[src/sv/lru_pkg.sv]
// Shared constants for the LRU page replacement block.
// No dependencies; imported by the top level and its port checker.
package lru_pkg;

  localparam int CFG_W       = 4;
  localparam int FRAME_IDX_W = 3;
  localparam int COUNT_W     = 32;

  localparam logic [CFG_W-1:0]   FRAMES_RESET = 4'd3;
  localparam logic [COUNT_W-1:0] FAULT_MAX    = '1;

endpackage

[src/sv/lru_page_replacement_top.sv]
// LRU page replacement: fully associative frame set with recency ranks.
// Depends on lru_pkg.
//
// Usage:
//   Config channel (cfg_valid/cfg_ready, data frames_in_use) sets the number
//   of active frames; ready is always high. Write only while idle.
//   Input channel (in_valid/in_stall, page_number) takes one page reference
//   per word. Output channel (out_valid/out_stall) returns one result word
//   per reference: fault, frame_index, evicted_valid, evicted_page and the
//   saturating fault_total.
// Timing: the accept edge loads the input register; tag compare, victim pick
//   and rank update load the result register when out_stall allows.
// Throughput: 1 word per cycle while out_stall is low. The frame state
//   updates in the same cycle the result is registered, so the next word
//   sees it without a bubble.
// Reset: frames empty, ranks and fault count zero, frames_in_use = 3, both
//   pipeline stages empty.
// Stall: while out_stall holds a result, the input register holds its word
//   and in_stall rises once that register is full; nothing is dropped.
module lru_page_replacement_top #(
  parameter int MAX_FRAMES = 8,
  parameter int PAGE_BITS  = 16
) (
  input  logic                          clk,
  input  logic                          rst,
  input  logic                          cfg_valid,
  output logic                          cfg_ready,
  input  logic [lru_pkg::CFG_W-1:0]     frames_in_use,
  input  logic                          in_valid,
  output logic                          in_stall,
  input  logic [PAGE_BITS-1:0]          page_number,
  output logic                          out_valid,
  input  logic                          out_stall,
  output logic                          fault,
  output logic [lru_pkg::FRAME_IDX_W-1:0] frame_index,
  output logic                          evicted_valid,
  output logic [PAGE_BITS-1:0]          evicted_page,
  output logic [lru_pkg::COUNT_W-1:0]   fault_total
);
  import lru_pkg::*;

  localparam int IDX_W = (MAX_FRAMES > 1) ? $clog2(MAX_FRAMES) : 1;
  localparam int AGE_W = IDX_W;
  localparam int LIM_W = CFG_W + 1;

  logic [CFG_W-1:0]     frames_cfg;
  logic                 in_v;
  logic [PAGE_BITS-1:0] in_page;
  logic [PAGE_BITS-1:0] frame_page [MAX_FRAMES];
  logic [MAX_FRAMES-1:0] frame_valid;
  logic [AGE_W-1:0]     frame_age [MAX_FRAMES];
  logic [COUNT_W-1:0]   fault_cnt;

  logic                 advance;
  logic [LIM_W-1:0]     active_lim;
  logic [MAX_FRAMES-1:0] act, hit_vec, empty_vec, vict_vec;
  logic                 hit, empty_any;
  logic [IDX_W-1:0]     hit_idx, empty_idx, vict_idx, chosen;
  logic [AGE_W:0]       limit;
  logic [AGE_W-1:0]     frame_age_next [MAX_FRAMES];
  logic [COUNT_W-1:0]   fault_cnt_next;

  assign cfg_ready = 1'b1;
  assign in_stall  = in_v && out_valid && out_stall;
  assign advance   = in_v && (!out_valid || !out_stall);

  always_comb begin
    if (frames_cfg == '0) begin
      active_lim = LIM_W'(1);
    end else if ({1'b0, frames_cfg} > LIM_W'(MAX_FRAMES)) begin
      active_lim = LIM_W'(MAX_FRAMES);
    end else begin
      active_lim = {1'b0, frames_cfg};
    end
  end

  always_comb begin
    for (int i = 0; i < MAX_FRAMES; i++) begin
      act[i]       = LIM_W'(i) < active_lim;
      hit_vec[i]   = act[i] && frame_valid[i] && (frame_page[i] == in_page);
      empty_vec[i] = act[i] && !frame_valid[i];
    end
  end

  // Victim: strictly older than every active frame below, not younger than any above.
  always_comb begin
    for (int i = 0; i < MAX_FRAMES; i++) begin
      vict_vec[i] = act[i];
      for (int j = 0; j < MAX_FRAMES; j++) begin
        if (j < i && act[j] && !(frame_age[i] > frame_age[j])) begin
          vict_vec[i] = 1'b0;
        end
        if (j > i && act[j] && (frame_age[i] < frame_age[j])) begin
          vict_vec[i] = 1'b0;
        end
      end
    end
  end

  always_comb begin
    hit_idx   = '0;
    empty_idx = '0;
    vict_idx  = '0;
    for (int i = MAX_FRAMES - 1; i >= 0; i--) begin
      if (hit_vec[i]) begin
        hit_idx = IDX_W'(i);
      end
      if (empty_vec[i]) begin
        empty_idx = IDX_W'(i);
      end
      if (vict_vec[i]) begin
        vict_idx = IDX_W'(i);
      end
    end
  end

  assign hit       = |hit_vec;
  assign empty_any = |empty_vec;

  always_comb begin
    priority if (hit) begin
      chosen = hit_idx;
      limit  = {1'b0, frame_age[hit_idx]};
    end else if (empty_any) begin
      chosen = empty_idx;
      limit  = (AGE_W+1)'(MAX_FRAMES);
    end else begin
      chosen = vict_idx;
      limit  = {1'b0, frame_age[vict_idx]};
    end
  end

  always_comb begin
    for (int i = 0; i < MAX_FRAMES; i++) begin
      if (IDX_W'(i) == chosen) begin
        frame_age_next[i] = '0;
      end else if (frame_valid[i] && ({1'b0, frame_age[i]} < limit) &&
                   ({1'b0, frame_age[i]} < (AGE_W+1)'(MAX_FRAMES - 1))) begin
        frame_age_next[i] = frame_age[i] + AGE_W'(1);
      end else begin
        frame_age_next[i] = frame_age[i];
      end
    end
  end

  assign fault_cnt_next = (fault_cnt == FAULT_MAX) ? fault_cnt : fault_cnt + COUNT_W'(1);

  always_ff @(posedge clk) begin
    if (rst) begin
      frames_cfg  <= FRAMES_RESET;
      in_v        <= 1'b0;
      out_valid   <= 1'b0;
      frame_valid <= '0;
      fault_cnt   <= '0;
      for (int i = 0; i < MAX_FRAMES; i++) begin
        frame_age[i] <= '0;
      end
    end else begin
      if (cfg_valid) begin
        frames_cfg <= frames_in_use;
      end
      if (!in_stall) begin
        in_v <= in_valid;
      end
      if (advance) begin
        out_valid <= 1'b1;
      end else if (!out_stall) begin
        out_valid <= 1'b0;
      end
      if (advance) begin
        frame_valid[chosen] <= 1'b1;
        for (int i = 0; i < MAX_FRAMES; i++) begin
          frame_age[i] <= frame_age_next[i];
        end
        if (!hit) begin
          fault_cnt <= fault_cnt_next;
        end
      end
    end
  end

  always_ff @(posedge clk) begin
    if (!in_stall) begin
      in_page <= page_number;
    end
    if (advance && !hit) begin
      frame_page[chosen] <= in_page;
    end
    if (advance) begin
      fault         <= !hit;
      frame_index   <= FRAME_IDX_W'(chosen);
      evicted_valid <= !hit && !empty_any;
      evicted_page  <= (!hit && !empty_any) ? frame_page[chosen] : '0;
      fault_total   <= hit ? fault_cnt : fault_cnt_next;
    end
  end

endmodule

[config.mk]
export PLATFORM = sky130hd
export DESIGN_NAME = lru_page_replacement_top
export DESIGN_NICKNAME = d
export VERILOG_FILES = /design/src/sv/lru_pkg.sv /design/src/sv/lru_page_replacement_top.sv
export SDC_FILE = /design/constraint.sdc
export NUM_CORES = 1
export LEC_CHECK = 0
export BUFFER_PORTS_ARGS = -buffer_cell sky130_fd_sc_hd__buf_4
export CORE_UTILIZATION = 42
export DETAILED_ROUTE_END_ITERATION = 6
export PLACE_DENSITY = 0.62
export REMOVE_ABC_BUFFERS = 1
export SYNTH_ARGS = -nofsm -noshare
export SYNTH_HDL_FRONTEND = slang
export SYNTH_SLANG_ARGS = --single-unit
[constraint.sdc]
create_clock -name clk -period 6.2 [get_ports clk]
set_input_delay 0.62 -clock clk [delete_from_list [all_inputs] [get_ports clk]]
set_output_delay 0.62 -clock clk [all_outputs]
set_load 0.005 [all_outputs]
==> out/metrics.cfg <==
[status]
outcome=finished clean

[synth]
syn-cell-area_um2=15500
synth_top_family_by_area=simple AND/OR/NAND/NOR gates
yosys_warnings=0
syn_area_per_cell_um2=10.9
yosys.area.top_type_share_pct=42.8
synth_compound_area_share_pct=12.3
yosys-top-cells-area=edfxtp_1, ha_1, xnor2_1
synth-seq-cells=267
synth_edf_count=221
synth_seq_area_share_pct=48.8
synth_fa_ha_area_share_pct=7.40
synth_xor_area_share_pct=11.0
synth.largest_area_cell=edfxtp_1
synth.distinct_cells=80
async_flop_share_pct=0
synth_simple_gate_area_share_pct=13.5
yosys_most_used_dff=edfxtp_1
synth_mux_area_share_pct=3.66
synthCells=1419

[global_routing]
grt.overflow.total=0
grt_pass1_wl_um=66800
grtUsageTotal_pct=23.2
antenna_found_initial=1
grt_pass1_vias=11027
grt_start_max_net_pins=69

[setup_path]
worst-path-stages=18
worstPathRequired_ns=6.40
ff2ff_path_depth=18
cp-start-kind=flip-flop
arrival_ns=5.74
critical_path.max_fanout=10
crit_path_cell_trace=inv_1 > ha_1 > nor2b_1 > o21ai_0 > a32oi_1 > or2_2 > or4bb_1 > and4_1 > mux4_2 > mux2i_1 > nor2b_1 > a311oi_1 > buf_4 > ha_1 > nor2_1 > nor3_1 > o41a_1 > a41oi_1
cpPeakStageDelay_ns=0.62
slowest_stage=edfxtp_1
worstSetupEndpointType=flip-flop
path_buf_inv=2
crit_family=simple AND/OR/NAND/NOR gates
worstSetupPathType=flip-flop to flip-flop

[timing]
finalHoldViolations=0
max_freq_ghz=0.181
finalMaxSlewViolations=0
fin_skew_ns=0.0395
final-setup-viol-count=0
timing.slew.headroom_pct=28.9
worst_pin_slew_ns=1.07
grt_setup_unrepaired=no
period_share_pct=89.4
period_needed_ns=5.54

[hold_path]
hold_path.class=primary input to flip-flop
hold_depth=1

[final_layout]
nets=1609
fin_area_um2=17500
diodes=0
final_common_cell=edfxtp_1
area_delta_synth_final_pct=13.0
drive_gt1_share_pct=11.7
final_cell_mix=edfxtp_1, nor2_1, buf_4

[place]
dp_hpwl_um=30800
place_area_um2=16600
finalWeightedCongestion=0.923
portBuffers=79

[power]
ir_drop_mv=0.218
power.total_mw=4.26
leakagePower_nw=6.57
power.density_nw_per_um2=243

[routing]
firstDrtPassIters=5
post_drt_wl_per_cell_um=22.5
drtIter0Drc=943
drc=0
routed_wl_um=44500
viasPerCell=5.80
vias=11453
ant_nets=0

[cts]
holdBufCountCts=0
cts_root_buffer=clkbuf_16
cts_tree=built
clkLatencyLatePin_ns=0.57
cts.path.max_buffers=3
cts_buffers=29
cts_sinks=267
h-tree-depth=1
clk_pin_slew_ns=0.07
cts_setup_buffers=0
ctsResizeCount=0

[die]
dieWidth_um=194
start_util_pct=43.2
ios=81
die_y_um=194
coreArea_um2=35900
rows=69
fp.dieArea_um2=37700

[job]
drv_cap=0

[per-layer routing]
metal  part of all wire [%]  wire length (um)  vias up  track usage, %
li1                       -                 -     5356               -
met1                     45             19800     5544            32.5
met2                     45             20000      448            36.4
met3                    7.3              3230      103            3.81
met4                    3.3              1450        2            7.35
met5                  0.018                 8        -               0
[power breakdown]
group	total, mW	switching, mW	internal [mW]
logic	0.546	0.319	0.228
clock network	1.63	0.700	0.932
registers	2.08	0.0872	1.99
total	4.26	1.11	3.15
[metrics by stage]
step	worst slack, ns	utilization, %	std cells	setup TNS, ns	hold slack, ns
4_1_cts	0.757	48.8	1976	0	0.200
5_1_grt	0.329	48.8	1976	0	0.207
6_report	0.660	48.8	1976	0	0.226
3_3_place_gp	0.947	46.3	1924	0	0.478
3_5_place_dp	0.771	46.3	1924	0	0.501
2_1_floorplan	-0.680	-	1353	-23.49	0.459
[synth_stat cells (11+ instances only)]
cell type	instances
nor4_1	16
a31oi_1	11
nand3_1	38
mux2i_1	51
clkbuf_1	31
and3_1	13
nor3_1	24
ha_1	90
xnor2_1	108
a21oi_1	33
nor2b_1	18
buf_2	29
dfxtp_1	46
inv_1	55
nand2_1	70
edfxtp_1	221
nand4_1	28
nor2_1	137
o21ai_0	44
and2_1	34
o21a_1	27
xor2_1	87
a211oi_1	76
[logic make-up after synthesis]
kind of cell    Yosys count
simple gates            423
flops                   267
compound gates          265
xor+xnor                195
buf+inv                 122
fa+ha+maj                92
mux                      54
other cells               1
[state kept, by name, indices dropped and copies added, names as in the netlist]
| name | count |
|---|---|
| fault_total | 32 |
| frame_index | 3 |
| out_valid | 1 |
| evicted_page | 16 |
| in_page | 16 |
| fault_cnt | 32 |
| evicted_valid | 1 |
| fault | 1 |
| frame_page | 128 |
| frames_cfg | 4 |
| frame_age | 24 |
| in_v | 1 |
| frame_valid | 8 |
[worst paths after layout]
path	slack, ns	to	start
setup / recovery	0.66	frame_age[6][2]	frame_age[2][1]
setup reg to reg	0.66	frame_age[6][2]	frame_age[2][1]
hold reg to reg	0.51	frame_valid[4]	frame_valid[4]
hold / removal	0.23	in_page[0]	page_number[0]
[final cells by class]
| class | count | area (um^2) |
|---|---|---|
| Inverter | 56 | 210 |
| Sequential cell | 267 | 7560 |
| Fill cell | 3284 | 18400 |
| Clock inverter | 9 | 50.0 |
| Multi-Input combinational cell | 1030 | 7440 |
| Timing Repair Buffer | 110 | 838 |
| Tap cell | 461 | 577 |
| Clock buffer | 43 | 840 |
Power figures use the tool's default switching activity.
